===== config.mk =====
export PLATFORM = sky130hd
export DESIGN_NAME = longest_prime_run_finder_top
export DESIGN_NICKNAME = d
export VERILOG_FILES = /design/src/lprf_pkg.sv /design/src/longest_prime_run_finder_top.sv /design/src/lprf_front.sv /design/src/lprf_queue.sv /design/src/lprf_prime_test.sv /design/src/lprf_run_track.sv
export SDC_FILE = /design/constraint.sdc
export NUM_CORES = 1
export LEC_CHECK = 0
export BUFFER_PORTS_ARGS = -buffer_cell sky130_fd_sc_hd__buf_4
export CAP_MARGIN = 20
export CORE_UTILIZATION = 50
export CTS_CLUSTER_SIZE = 30
export DETAILED_ROUTE_END_ITERATION = 6
export GPL_TIMING_DRIVEN = 0
export PLACE_DENSITY = 0.71
export REMOVE_ABC_BUFFERS = 1
export SETUP_SLACK_MARGIN = 0.4
export SLEW_MARGIN = 20
export SYNTH_ARGS = -nofsm -noshare
export SYNTH_HDL_FRONTEND = slang
export SYNTH_SLANG_ARGS = --single-unit

===== constraint.sdc =====
create_clock -name clk -period 12.3 [get_ports clk]
set_input_delay 1.845 -clock clk [delete_from_list [all_inputs] [get_ports clk]]
set_output_delay 1.845 -clock clk [all_outputs]
set_load 0.01 [all_outputs]

===== src/lprf_pkg.sv =====
`timescale 1ns / 1ps
// ----------------------------------------------------------------------------
// lprf_pkg
// Shared types and constants for the longest prime run finder.
// ----------------------------------------------------------------------------
package lprf_pkg;

    localparam int VALUE_W   = 32;
    localparam int OUT_IDX_W = 16;
    localparam int M_DATA_W  = 40;
    localparam int DIV_W     = 17;
    localparam int SQ_W      = 34;
    localparam int CNT_W     = 5;

    // Verdict from the front: settled at once or left for trial division
    typedef enum logic [1:0]
    {
        KIND_NOT_PRIME,
        KIND_PRIME,
        KIND_ODD_TEST
    } item_kind_t;

    typedef struct packed
    {
        logic [VALUE_W-1:0] value;
        logic               last;
        item_kind_t         kind;
    } item_t;

    typedef struct packed
    {
        logic done;
        logic prime;
    } test_res_t;

    typedef enum logic [1:0]
    {
        T_IDLE,
        T_CHECK,
        T_DIV
    } test_state_t;

    typedef enum logic [1:0]
    {
        BK_IDLE,
        BK_TEST,
        BK_APPLY
    } back_state_t;

    localparam int QUEUE_DEPTH = 2;
    localparam int QPTR_W      = 1;
    localparam int QCNT_W      = 2;

endpackage


===== src/longest_prime_run_finder_top.sv =====
`timescale 1ns / 1ps
// ----------------------------------------------------------------------------
// longest_prime_run_finder_top
// Finds the longest run of consecutive primes in a stream of signed words.
//
// Channel  Dir  Payload
// s_*      in   tdata[31:0] value, tlast marks the final word of a sequence
// m_*      out  tdata[15:0] best_start, [31:16] best_end, [32] found
//
// Values below two, two itself and even values settle without division.
// An odd value n takes one remainder per odd divisor tried, up to
// sqrt(n)/2 divisors; the single restoring remainder unit works one bit
// per cycle.
// A two-word queue lets input be taken while the back end divides, and the
// back end stalls only on a final word while the previous result waits.
// Reset is asynchronous and active low; no clearing pass is needed.
// ----------------------------------------------------------------------------
module longest_prime_run_finder_top
    import lprf_pkg::*;
#(
    parameter int INDEX_BITS = 16
)
(
    input  logic                clk,
    input  logic                rst_n,
    input  logic                s_tvalid,
    output logic                s_tready,
    input  logic [VALUE_W-1:0]  s_tdata,   // [31:0] value
    input  logic                s_tlast,
    output logic                m_tvalid,
    input  logic                m_tready,
    output logic [M_DATA_W-1:0] m_tdata    // [15:0] best_start, [31:16] best_end,
                                           // [32] found, [39:33] zero
);

    logic      push;
    item_t     push_item;
    logic      queue_ready;
    logic      pop;
    logic      head_valid;
    item_t     head_item;
    logic      test_start;
    test_res_t test_res;

    lprf_front u_front
    (
        .clk         (clk),
        .rst_n       (rst_n),
        .s_tvalid    (s_tvalid),
        .s_tready    (s_tready),
        .s_tdata     (s_tdata),
        .s_tlast     (s_tlast),
        .push        (push),
        .push_item   (push_item),
        .queue_ready (queue_ready)
    );

    lprf_queue u_queue
    (
        .clk        (clk),
        .rst_n      (rst_n),
        .push       (push),
        .push_item  (push_item),
        .ready      (queue_ready),
        .pop        (pop),
        .head_valid (head_valid),
        .head_item  (head_item)
    );

    lprf_prime_test u_test
    (
        .clk     (clk),
        .rst_n   (rst_n),
        .start   (test_start),
        .operand (head_item.value),
        .res     (test_res)
    );

    lprf_run_track #(
        .INDEX_BITS (INDEX_BITS)
    ) u_track
    (
        .clk        (clk),
        .rst_n      (rst_n),
        .head_valid (head_valid),
        .head_item  (head_item),
        .pop        (pop),
        .test_start (test_start),
        .test_res   (test_res),
        .m_tvalid   (m_tvalid),
        .m_tready   (m_tready),
        .m_tdata    (m_tdata)
    );

endmodule


===== src/lprf_front.sv =====
`timescale 1ns / 1ps
// ----------------------------------------------------------------------------
// lprf_front
// Input stage: takes words, sorts out the values with an obvious verdict
// and registers them for the queue.
// ----------------------------------------------------------------------------
module lprf_front
    import lprf_pkg::*;
(
    input  logic               clk,
    input  logic               rst_n,
    input  logic               s_tvalid,
    output logic               s_tready,
    input  logic [VALUE_W-1:0] s_tdata,   // [31:0] value
    input  logic               s_tlast,
    output logic               push,
    output item_t              push_item,
    input  logic               queue_ready
);

    logic       stage_valid_reg;
    logic       stage_valid_next;
    item_t      stage_item_reg;
    item_kind_t kind;
    logic       take;

    always_comb
    begin
        // negatives and values below two are never prime
        if (s_tdata[VALUE_W-1] || (s_tdata < VALUE_W'(2)))
            kind = KIND_NOT_PRIME;
        else if (s_tdata == VALUE_W'(2))
            kind = KIND_PRIME;
        else if (!s_tdata[0])
            kind = KIND_NOT_PRIME;
        else
            kind = KIND_ODD_TEST;
    end

    assign push      = stage_valid_reg && queue_ready;
    assign push_item = stage_item_reg;
    assign s_tready  = !stage_valid_reg || queue_ready;
    assign take      = s_tvalid && s_tready;

    always_comb
    begin
        stage_valid_next = stage_valid_reg;
        if (take)
            stage_valid_next = 1'b1;
        else if (push)
            stage_valid_next = 1'b0;
    end

    always_ff @(posedge clk or negedge rst_n)
    begin
        if (!rst_n)
            stage_valid_reg <= 1'b0;
        else
            stage_valid_reg <= stage_valid_next;
    end

    always_ff @(posedge clk)
    begin
        if (take)
        begin
            stage_item_reg.value <= s_tdata;
            stage_item_reg.last  <= s_tlast;
            stage_item_reg.kind  <= kind;
        end
    end

endmodule


===== src/lprf_queue.sv =====
`timescale 1ns / 1ps
// ----------------------------------------------------------------------------
// lprf_queue
// Two-entry queue between the front and the back.
// ----------------------------------------------------------------------------
module lprf_queue
    import lprf_pkg::*;
(
    input  logic  clk,
    input  logic  rst_n,
    input  logic  push,
    input  item_t push_item,
    output logic  ready,
    input  logic  pop,
    output logic  head_valid,
    output item_t head_item
);

    item_t             mem [QUEUE_DEPTH];
    logic [QPTR_W-1:0] wr_ptr_reg;
    logic [QPTR_W-1:0] rd_ptr_reg;
    logic [QCNT_W-1:0] count_reg;
    logic [QCNT_W-1:0] count_next;

    assign ready      = (count_reg != QCNT_W'(QUEUE_DEPTH));
    assign head_valid = (count_reg != '0);
    assign head_item  = mem[rd_ptr_reg];

    always_comb
    begin
        count_next = count_reg;
        if (push && !pop)
            count_next = count_reg + 1'b1;
        else if (pop && !push)
            count_next = count_reg - 1'b1;
    end

    always_ff @(posedge clk or negedge rst_n)
    begin
        if (!rst_n)
        begin
            wr_ptr_reg <= '0;
            rd_ptr_reg <= '0;
            count_reg  <= '0;
        end
        else
        begin
            count_reg <= count_next;
            if (push)
                wr_ptr_reg <= wr_ptr_reg + 1'b1;
            if (pop)
                rd_ptr_reg <= rd_ptr_reg + 1'b1;
        end
    end

    always_ff @(posedge clk)
    begin
        if (push)
            mem[wr_ptr_reg] <= push_item;
    end

endmodule


===== src/lprf_prime_test.sv =====
`timescale 1ns / 1ps
// ----------------------------------------------------------------------------
// lprf_prime_test
// Trial division of an odd value by 3, 5, 7, ... while d*d <= value.
// One remainder takes one restoring step per bit of the value.
// ----------------------------------------------------------------------------
module lprf_prime_test
    import lprf_pkg::*;
(
    input  logic               clk,
    input  logic               rst_n,
    input  logic               start,
    input  logic [VALUE_W-1:0] operand,
    output test_res_t          res
);

    test_state_t        state_reg;
    test_state_t        state_next;
    logic [VALUE_W-1:0] n_reg;
    logic [VALUE_W-1:0] shift_reg;
    logic [DIV_W-1:0]   d_reg;
    logic [SQ_W-1:0]    sq_reg;
    logic [DIV_W-2:0]   rem_reg;
    logic [CNT_W-1:0]   cnt_reg;
    logic [DIV_W-1:0]   trial;
    logic [DIV_W-1:0]   trial_sub;
    logic [DIV_W-2:0]   rem_step;

    assign trial     = {rem_reg, shift_reg[VALUE_W-1]};
    assign trial_sub = trial - d_reg;
    assign rem_step  = (trial >= d_reg) ? trial_sub[DIV_W-2:0] : trial[DIV_W-2:0];

    always_comb
    begin
        state_next = state_reg;
        res.done   = 1'b0;
        res.prime  = 1'b0;
        case (state_reg)
            T_IDLE:
            begin
                if (start)
                    state_next = T_CHECK;
            end
            T_CHECK:
            begin
                if (sq_reg > SQ_W'(n_reg))
                begin
                    res.done   = 1'b1;
                    res.prime  = 1'b1;
                    state_next = T_IDLE;
                end
                else
                    state_next = T_DIV;
            end
            T_DIV:
            begin
                if (cnt_reg == '0)
                begin
                    if (rem_step == '0)
                    begin
                        res.done   = 1'b1;
                        state_next = T_IDLE;
                    end
                    else
                        state_next = T_CHECK;
                end
            end
            default:
                state_next = T_IDLE;
        endcase
    end

    always_ff @(posedge clk or negedge rst_n)
    begin
        if (!rst_n)
            state_reg <= T_IDLE;
        else
            state_reg <= state_next;
    end

    always_ff @(posedge clk)
    begin
        case (state_reg)
            T_IDLE:
            begin
                n_reg  <= operand;
                d_reg  <= DIV_W'(3);
                sq_reg <= SQ_W'(9);
            end
            T_CHECK:
            begin
                shift_reg <= n_reg;
                rem_reg   <= '0;
                cnt_reg   <= CNT_W'(VALUE_W - 1);
            end
            T_DIV:
            begin
                shift_reg <= {shift_reg[VALUE_W-2:0], 1'b0};
                rem_reg   <= rem_step;
                cnt_reg   <= cnt_reg - 1'b1;
                if (cnt_reg == '0)
                begin
                    // advance to the next odd divisor: (d+2)^2 = d^2 + 4d + 4
                    d_reg  <= d_reg + DIV_W'(2);
                    sq_reg <= sq_reg + {d_reg, 2'b00} + SQ_W'(4);
                end
            end
            default:
            begin
                n_reg <= n_reg;
            end
        endcase
    end

endmodule


===== src/lprf_run_track.sv =====
`timescale 1ns / 1ps
// ----------------------------------------------------------------------------
// lprf_run_track
// Back end: takes verdicts in order, tracks the current and best prime
// runs and presents the result word at the end of each sequence.
// ----------------------------------------------------------------------------
module lprf_run_track
    import lprf_pkg::*;
#(
    parameter int INDEX_BITS = 16
)
(
    input  logic                clk,
    input  logic                rst_n,
    input  logic                head_valid,
    input  item_t               head_item,
    output logic                pop,
    output logic                test_start,
    input  test_res_t           test_res,
    output logic                m_tvalid,
    input  logic                m_tready,
    output logic [M_DATA_W-1:0] m_tdata   // [15:0] best_start, [31:16] best_end,
                                          // [32] found, [39:33] zero
);

    localparam int IW = INDEX_BITS;

    back_state_t     state_reg;
    back_state_t     state_next;
    logic            verdict_reg;
    logic            verdict_next;
    logic [IW-1:0]   pos_reg;
    logic [IW-1:0]   run_start_reg;
    logic [IW-1:0]   run_end_reg;
    logic [IW-1:0]   best_first_reg;
    logic [IW-1:0]   best_last_reg;
    logic            prev_prime_reg;
    logic            out_valid_reg;
    logic [M_DATA_W-1:0] out_data_reg;

    logic            apply;
    logic [IW-1:0]   pos_inc;
    logic [IW-1:0]   rs_upd;
    logic [IW-1:0]   re_upd;
    logic [IW-1:0]   bf_step;
    logic [IW-1:0]   bl_step;
    logic [IW-1:0]   bf_fin;
    logic [IW-1:0]   bl_fin;
    logic [IW+OUT_IDX_W-1:0] bf_wide;
    logic [IW+OUT_IDX_W-1:0] bl_wide;

    assign m_tvalid = out_valid_reg;
    assign m_tdata  = out_data_reg;

    always_comb
    begin
        state_next   = state_reg;
        verdict_next = verdict_reg;
        test_start   = 1'b0;
        apply        = 1'b0;
        case (state_reg)
            BK_IDLE:
            begin
                if (head_valid)
                begin
                    if (head_item.kind == KIND_ODD_TEST)
                    begin
                        test_start = 1'b1;
                        state_next = BK_TEST;
                    end
                    else
                    begin
                        verdict_next = (head_item.kind == KIND_PRIME);
                        state_next   = BK_APPLY;
                    end
                end
            end
            BK_TEST:
            begin
                if (test_res.done)
                begin
                    verdict_next = test_res.prime;
                    state_next   = BK_APPLY;
                end
            end
            BK_APPLY:
            begin
                // hold a closing word while the previous result is untaken
                if (!(head_item.last && out_valid_reg && !m_tready))
                begin
                    apply      = 1'b1;
                    state_next = BK_IDLE;
                end
            end
            default:
                state_next = BK_IDLE;
        endcase
    end

    assign pop = apply;

    always_comb
    begin
        pos_inc = (pos_reg != {IW{1'b1}}) ? pos_reg + 1'b1 : pos_reg;
        rs_upd  = run_start_reg;
        re_upd  = run_end_reg;
        bf_step = best_first_reg;
        bl_step = best_last_reg;
        if (verdict_reg)
        begin
            if (!prev_prime_reg)
                rs_upd = pos_inc;
            re_upd = pos_inc;
        end
        else if ((best_last_reg - best_first_reg) < (run_end_reg - run_start_reg))
        begin
            bf_step = run_start_reg;
            bl_step = run_end_reg;
        end
        bf_fin = bf_step;
        bl_fin = bl_step;
        if ((bl_step - bf_step) < (re_upd - rs_upd))
        begin
            bf_fin = rs_upd;
            bl_fin = re_upd;
        end
        bf_wide = {{OUT_IDX_W{1'b0}}, bf_fin};
        bl_wide = {{OUT_IDX_W{1'b0}}, bl_fin};
    end

    always_ff @(posedge clk or negedge rst_n)
    begin
        if (!rst_n)
        begin
            state_reg      <= BK_IDLE;
            verdict_reg    <= 1'b0;
            pos_reg        <= '0;
            run_start_reg  <= '0;
            run_end_reg    <= '0;
            best_first_reg <= '0;
            best_last_reg  <= '0;
            prev_prime_reg <= 1'b0;
            out_valid_reg  <= 1'b0;
        end
        else
        begin
            state_reg   <= state_next;
            verdict_reg <= verdict_next;
            if (apply && head_item.last)
                out_valid_reg <= 1'b1;
            else if (out_valid_reg && m_tready)
                out_valid_reg <= 1'b0;
            if (apply)
            begin
                if (head_item.last)
                begin
                    // close the sequence and start afresh
                    pos_reg        <= '0;
                    run_start_reg  <= '0;
                    run_end_reg    <= '0;
                    best_first_reg <= '0;
                    best_last_reg  <= '0;
                    prev_prime_reg <= 1'b0;
                end
                else
                begin
                    pos_reg        <= pos_inc;
                    run_start_reg  <= rs_upd;
                    run_end_reg    <= re_upd;
                    best_first_reg <= bf_step;
                    best_last_reg  <= bl_step;
                    prev_prime_reg <= verdict_reg;
                end
            end
        end
    end

    always_ff @(posedge clk)
    begin
        if (apply && head_item.last)
            out_data_reg <= {7'b0, (bl_fin != '0), bl_wide[OUT_IDX_W-1:0],
                             bf_wide[OUT_IDX_W-1:0]};
    end

endmodule


==> results of run 1 <==
-- metrics by stage --
stage / setup TNS (ns) / hold slack (ns) / utilization (%)
floorplan: 0 / 0.4215 / -
global placement: -1.110 / 0.4234 / 52.95
detailed placement: 0 / 0.4297 / 53.83
CTS: 0 / 0.4419 / 56.74
global route: 0 / 0.4460 / 56.80
finish: 0 / 0.4412 / 56.80
-- repair_timing --
action / in CTS / in global routing
gates resized for setup: 0 / 2
endpoints found under the setup margin: 0 / 1
hold endpoints to repair: 0 / 0
-- logic make-up after synthesis --
kind of cell / after synthesis / synth area share [%]
compound gates: 478 / 14.13
xor+xnor: 102 / 4.196
fa+ha+maj: 180 / 10.79
buf+inv: 220 / 4.102
flops: 362 / 48.89
mux: 86 / 4.278
other cells: 1 / 0.01761
simple gates: 604 / 13.59
-- Yosys cell counts, types with 30 or more instances --
library cell | count | share of area (%)
a21oi_1 | 125 | 2.9
nor2_1 | 148 | 2.6
inv_1 | 150 | 2.6
ha_1 | 174 | 10
nand2b_1 | 30 | 0.88
dfrtp_1 | 92 | 11
mux2i_1 | 46 | 2.2
nand2_1 | 191 | 3.4
a21o_1 | 36 | 1.3
mux2_2 | 39 | 2.1
o21ai_0 | 165 | 3.9
clkbuf_1 | 39 | 0.69
xnor2_1 | 71 | 2.9
nand3_1 | 33 | 0.78
edfxtp_1 | 270 | 38
xor2_1 | 31 | 1.3
nor3_1 | 40 | 0.94
-- how the worst max path moves through the flow --
stage / from / end / slack, ns / depth (start not counted)
floorplan: u_track.run_end_reg[0]$_DFFE_PN0P_ / u_track.m_tdata[32]$_DFFE_PP_ / 2.43 / 40
detailed placement: u_track.run_end_reg[0]$_DFFE_PN0P_ / u_track.m_tdata[32]$_DFFE_PP_ / 1.17 / 40
global route: u_track.run_end_reg[0]$_DFFE_PN0P_ / u_track.m_tdata[32]$_DFFE_PP_ / 0.61 / 40
global placement: u_track.run_end_reg[0]$_DFFE_PN0P_ / u_track.m_tdata[32]$_DFFE_PP_ / -0.91 / 39
CTS: u_track.run_end_reg[0]$_DFFE_PN0P_ / u_track.m_tdata[32]$_DFFE_PP_ / 1.13 / 40
finish: u_track.run_end_reg[0]$_DFFE_PN0P_ / u_track.m_tdata[32]$_DFFE_PP_ / 1.17 / 42
-- metal layers --
metal / vias to the layer above / GRT usage [%] / share of wire (%)
met5: - / 0 / 0
met4: 0 / 6.948 / 2.5
met3: 85 / 3.260 / 5.1
met2: 410 / 36.01 / 46
met1: 7544 / 31.19 / 46
li1: 7509 / - / -
-- cell type report --
type	count	share of cell area, %
well taps	539	2.830
inverters	150	2.363
clock buffers	52	4.432
repair buffers	84	3.419
multi-input cells	1459	42.57
flip-flops and latches	362	43.70
clock inverters	19	0.6879
==> results list, run 1 <==
- The tree is rooted in a clkbuf_16.
- The top cell types in the final layout, fill and taps aside, are edfxtp_1 (270), nand2_1 (190), ha_1 (172), o21ai_0 (163), inv_1 (150).
- The count of final hold-check violations came to 0.
* Count of unresolved DRC violations after routing: 0
* Die boundary width: 208.4 um
* Pins over their slew limit: 0
- The tree built by TritonCTS fans out to 362 sinks.
- Final critical-path share of the clock period: 90.48%
- STA puts the critical path data arrival time at approximately 11 ns.
- Average routed wire per standard cell: 18.27 um
* Worst r2r dst: u_track.m_tdata[32]$_DFFE_PP_
* Overall global routing resource usage: 22.36%
- Count of vias placed by the detailed router: 15550
- From synthesis to final layout, the design area changed by 11.91%.
- TritonCTS built the clock tree.
* Die outline area: 43410 um^2
- Yosys printed 0 warnings.
- In this run the count of I/O pins placed on the die edge is 79.
* Max-slew headroom at the worst pin: 19.08%
- On the critical path the largest part of the delay comes from compound AO/OA/AOI/OAI gates.
- Row generation in the floorplan step produced 75 rows.
- Post-Layout Inst Area: ~24000 um^2
- For this design, the CTS-stage hold fixing added 0 buffers.
- Number of synthesized flops with an enable pin: 270
- After filler insertion, the fill cell instance count of the layout stands at 3462.
- Core footprint: 41950 um^2
- Startpoint types: register
* Via count of the first global-routing pass: about 15000
* Time the final worst path needs with I/O delays and setup: 11.13 ns
- Setup repair after global routing left no endpoint under its margin.
* Mean cell area of the mapped netlist: between 10 and 15 um^2
- Counting flops and latches in the post-synthesis netlist gives 362.
- Once placement finished, the instance area stood at ~23000 um^2.
* Detailed Route WL: between 40000 and 50000 um
- Number of antenna repair diodes: 0
- Via density per instance: 5.834
* Worst setup slack for register-to-register paths: between 1 and 1.5 ns
* Startpoint of the tightest hold check path: u_front.push_item[30]$_DFFE_PP_
* Result of the run: complete, no violations
* Number of instances on the worst hold path: 0
- Global routing finished with a remaining overflow of 0.
* Clock Path Buffers: 3
- Vert. Die Dim: 208.4 um
- After the first detailed-routing iteration, the DRC count stood at 1174.
- For the worst-skew pair, the clock arrives at the later sink with an insertion delay of 0.59 ns.
- The H-tree generated during clock tree synthesis spans 2 levels.
- Largest stage delay, worst path: approximately 0.55 ns
- Global placer's final weighted congestion: 0.9016
* Mapped Cells: about 2000
* End point of the most critical hold path: u_queue.mem[0][30]$_DFFE_PP_
- Largest Register: u_queue.mem
* Count of port buffers added during placement: 71
* Total buffers and inverters traversed by the critical path: 3
- Counting tap cells, the placed design contains a total of 2591 instances.
* Largest register FFs: 70
- Sort of element at the end of the critical path: register
- Counting flops with an async set or reset pin after synthesis yields a share of between 20% and 30%.
* Pin count of the biggest net entering global routing: 93
* Register clock-pin slew on the reported worst setup and hold paths: around 0.060 ns
- Worst path slowest cell: nor4_1
- Most common flop cell mapped by yosys: edfxtp_1
- Of the cells placed in the final design, the portion with a size suffix greater than 1 is between 10% and 20%.
- Number of unique standard cell types used by synthesis: 85
- Summing all multi-input logic gate instances after layout gives 10140 um^2.
* Clock Skew: just under 0.06 ns
* Final non-filler cell total: 2665
- Static timing analysis puts the maximum clock frequency at 89.86 MHz.
* Highest fanout seen on the critical path: 32
- Once routing completed, OpenROAD measured the worst setup slack at ~1.2 ns.
- Max-cap violations: 0
- In this run the remaining antenna-violating nets after routing total 0.
* Post-CTS Repair Setup Buffers: 0
- The library cell used most frequently in the layout, excluding fill and tap cells, is edfxtp_1.
* Worst EP required: 12.61 ns
- Most numerous cell on the critical path: a21oi_1
- Timing analysis after detailed placement gives a worst setup slack of about 1.2 ns.
* Worst Tran Pin Value: 1.198 ns
- At the end of the flow, the number of nets in the layout was 2314.
* Register area share after synthesis: 48.89%
- Type of the tightest min-delay check: reg2reg
- Setup violations remaining at the end of the flow were counted as 0.
* Starting density of the core: about half
- The sequential cells in the finished layout cover a total of 10410 um^2.
- Syn Std Cell Area: 21290 um^2
- Number of antenna violations at the first check in global routing: 0
* Number of cell instances on the worst register-to-register path: 42
* Estimated wirelength of the detail-placed design: 34090 um
* Wire length of the first global-routing pass: 78630 um
- The worst setup path is of the reg2reg kind.
- In this run the critical register-to-register path is launched from u_track.run_end_reg[0]$_DFFE_PN0P_.
- The first TritonRoute pass finished after 5 iterations.
- Buffers inserted during clock tree synthesis total 40.
Power of run 1 is not shown: default switching activity piles up to over one toggle a cycle in this logic, so the estimate is an artifact.
==> inputs of run 2 (changes only) <==
--- a/config.mk
+++ b/config.mk
@@ -12,6 +12,7 @@
 export DETAILED_ROUTE_END_ITERATION = 6
 export GPL_TIMING_DRIVEN = 0
 export PLACE_DENSITY = 0.71
+export RECOVER_POWER = 100
 export REMOVE_ABC_BUFFERS = 1
 export SETUP_SLACK_MARGIN = 0.4
 export SLEW_MARGIN = 20
==> results list, run 2 (synthesized netlist as in run 1, its figures left out) <==
- Number of sinks driven by the clock tree: about 360
* Commonest non-fill, non-tap cells in the layout: edfxtp_1 (270), nand2_1 (190), ha_1 (174), o21ai_0 (166), inv_1 (150)
- Total buffers and inverters traversed by the critical path: 3
* Placement row count: 75
- The post-route netlist has 6.585% of its cells at a drive strength greater than 1.
- After detailed placement, the total cell area comes to ~23000 um^2.
- The number of clock buffers added by TritonCTS is 40.
- Clock tree synthesis selected as its root buffer the cell clkbuf_16.
- The tool flagged a number of max-cap violations equal to 9.
* Estimated wirelength of the detail-placed design: 34090 um
* I/O Pins: just under 80
- Number of DRC markers after the initial detailed-route iteration: 1232
- The count of final hold-check violations was 0.
- Largest register FFs: 70
- Max-slew headroom at the worst pin: -253.6%
- Starting density of the core: approximately 51%
* Net total in the final layout: roughly 2300
* Count of vias placed by the detailed router: roughly 15000
- STA classifies the critical path startpoint as a register.
- TritonRoute pass-1 iters: 6
* Largest Register: u_queue.mem
- In the final timing run, aggregate negative setup slack is 0 ns.
- Average routed wire per standard cell: 18.22 um
* Detailed Route WL: 48570 um
- On the critical path, the stage with the largest delay is an instance of o21ai_0.
- The area growth from synthesis to layout is 9.626%.
* Time the final worst path needs with I/O delays and setup: roughly 11 ns
* Violations in the final reports: max-capacitance violations, max-slew violations
- Largest stage delay, worst path: 0.59 ns
- Wire length of the first global-routing pass: 78630 um
- Worst slack on hold paths: 0.4412 ns
- Cell family with most CP delay: compound AO/OA/AOI/OAI gates
- Pin count of the biggest net entering global routing: 93
- Core footprint: 41950 um^2
- Finish-stage setup viols: 0
- Post-CTS Repair Setup Buffers: 0
- Number of antenna repair diodes: 0
* Global placer's final weighted congestion: 0.9016
* RSZ-0062 raised after global routing: false
- Post-Layout Inst Area: about 23000 um^2
- WP data arrival: 11.70 ns
- The die covers 43410 um^2.
- TritonCTS built the clock tree.
- Die boundary width: 208.4 um
- Worst EP required: 12.60 ns
- # H-tree levels: 2
- Overall global routing resource usage: 22.36%
- After detailed routing, the number of vias per cell comes to 5.812.
- Critical Setup Path Class: reg2reg
- Count of port buffers added during placement: 71
- The final-report max-slew violation count was 383.
- The flow ran to the end, but the final reports show violations.
* Via count of the first global-routing pass: 15280
- The finished layout holds 2665 standard cells, fillers aside.
- Register clock-pin slew on the reported worst setup and hold paths: approximately 0.06 ns
- After detailed routing, the number of remaining DRC violations is 0.
- After layout, the worst path uses 92.67% of the clock period.
* Global route overflow: 0
* Number of antenna violations at the first check in global routing: 0
- Type of the tightest min-delay check: reg2reg
* Later-pin clock latency in the skew report: 0.58 ns
- Sort of element at the end of the critical path: register
- Highest fanout seen on the critical path: 32
* Number of placed instances with taps included: 2591
- The floorplan step set the die height to ~210 um.
* Clock Path Buffers: 3
* Achievable Freq: 87.73 MHz
- Most numerous cell on the critical path: a21oi_1
* Post-route ant nets: 0
* Clock Skew: roughly 0.056 ns
- The library cell used most frequently in the layout, excluding fill and tap cells, is edfxtp_1.
- For the pin with the worst max-slew slack, the measured transition is roughly 5.3 ns.
## run 2: cell count changes in the layout (fill, tap and decap cells not counted), moves of 3 or more
cell      before  now
and2_0         1   11
and2_1        25   16
buf_12         6    0
buf_16         5    0
buf_4         70    0
clkbuf_1      11   74
clkbuf_4       0   19
mux2_1         1    4
mux2_2        39   36
o21ai_0      163  166
## run 2: final timing paths
check / startpoint / endpoint / slack, ns / cells past startpoint
setup / recovery: u_track.run_end_reg[0]$_DFFE_PN0P_ / u_track.m_tdata[32]$_DFFE_PP_ / 0.90 / 42
hold / removal: u_front.push_item[30]$_DFFE_PP_ / u_queue.mem[0][30]$_DFFE_PP_ / 0.44 / 0
setup reg to reg: u_track.run_end_reg[0]$_DFFE_PN0P_ / u_track.m_tdata[32]$_DFFE_PP_ / 0.90 / 42
hold reg to reg: u_front.push_item[30]$_DFFE_PP_ / u_queue.mem[0][30]$_DFFE_PP_ / 0.44 / 0
max in group asynchronous: rst_n / u_track.best_last_reg[5]$_DFFE_PN0P_ / 6.10 / 1
min in group asynchronous: rst_n / u_track.best_first_reg[13]$_DFFE_PN0P_ / 3.21 / 1
## run 2: per-stage QoR
stage	utilization [%]	setup slack, ns
6_report	55.65	0.9018
5_1_grt	55.65	0.3444
4_1_cts	56.74	1.127
3_5_place_dp	53.83	1.168
3_3_place_gp	52.95	-0.9094
2_1_floorplan	-	2.429
## run 2: what timing repair did
action	4_1_cts	5_1_grt
hold endpoints to repair	0	0
gates resized for setup	0	2
setup endpoints to repair	0	1
hold buffers	0	0
## run 2: worst register-to-register path: cells and delay by family (launching register included)
kind	cells	cell delay (ns)
AND/OR/NAND/NOR	9	2.41
multiplexers	1	0.20
XOR/XNOR	2	0.27
adder cells (fa/ha/maj)	6	1.78
buffers and inverters	3	0.22
AO/OA/AOI/OAI	21	5.89
flip-flops	1	0.37
## run 2: routing by layer
layer  wire length (um)  global-route usage, %  vias to the layer above  share of wire [%]
met5                  0                      0                        -                  0
met4               1148                  6.948                        0                2.4
met3               2498                  3.260                       83                5.1
met2              22570                  36.01                      398                 46
met1              22360                  31.19                     7495                 46
li1                   -                      -                     7513                  -
## run 2: area by class of cell
| cell class | count | area [um^2] |
|---|---|---|
| Clock buffer | 52 | 1056 |
| Clock inverter | 19 | 163.9 |
| Fill cell | 3562 | 18610 |
| Inverter | 150 | 563.0 |
| Multi-Input combinational cell | 1459 | 10070 |
| Sequential cell | 362 | 10410 |
| Tap cell | 539 | 674.4 |
| Timing Repair Buffer | 84 | 399.1 |
Power of run 2 is left out for the same reason.
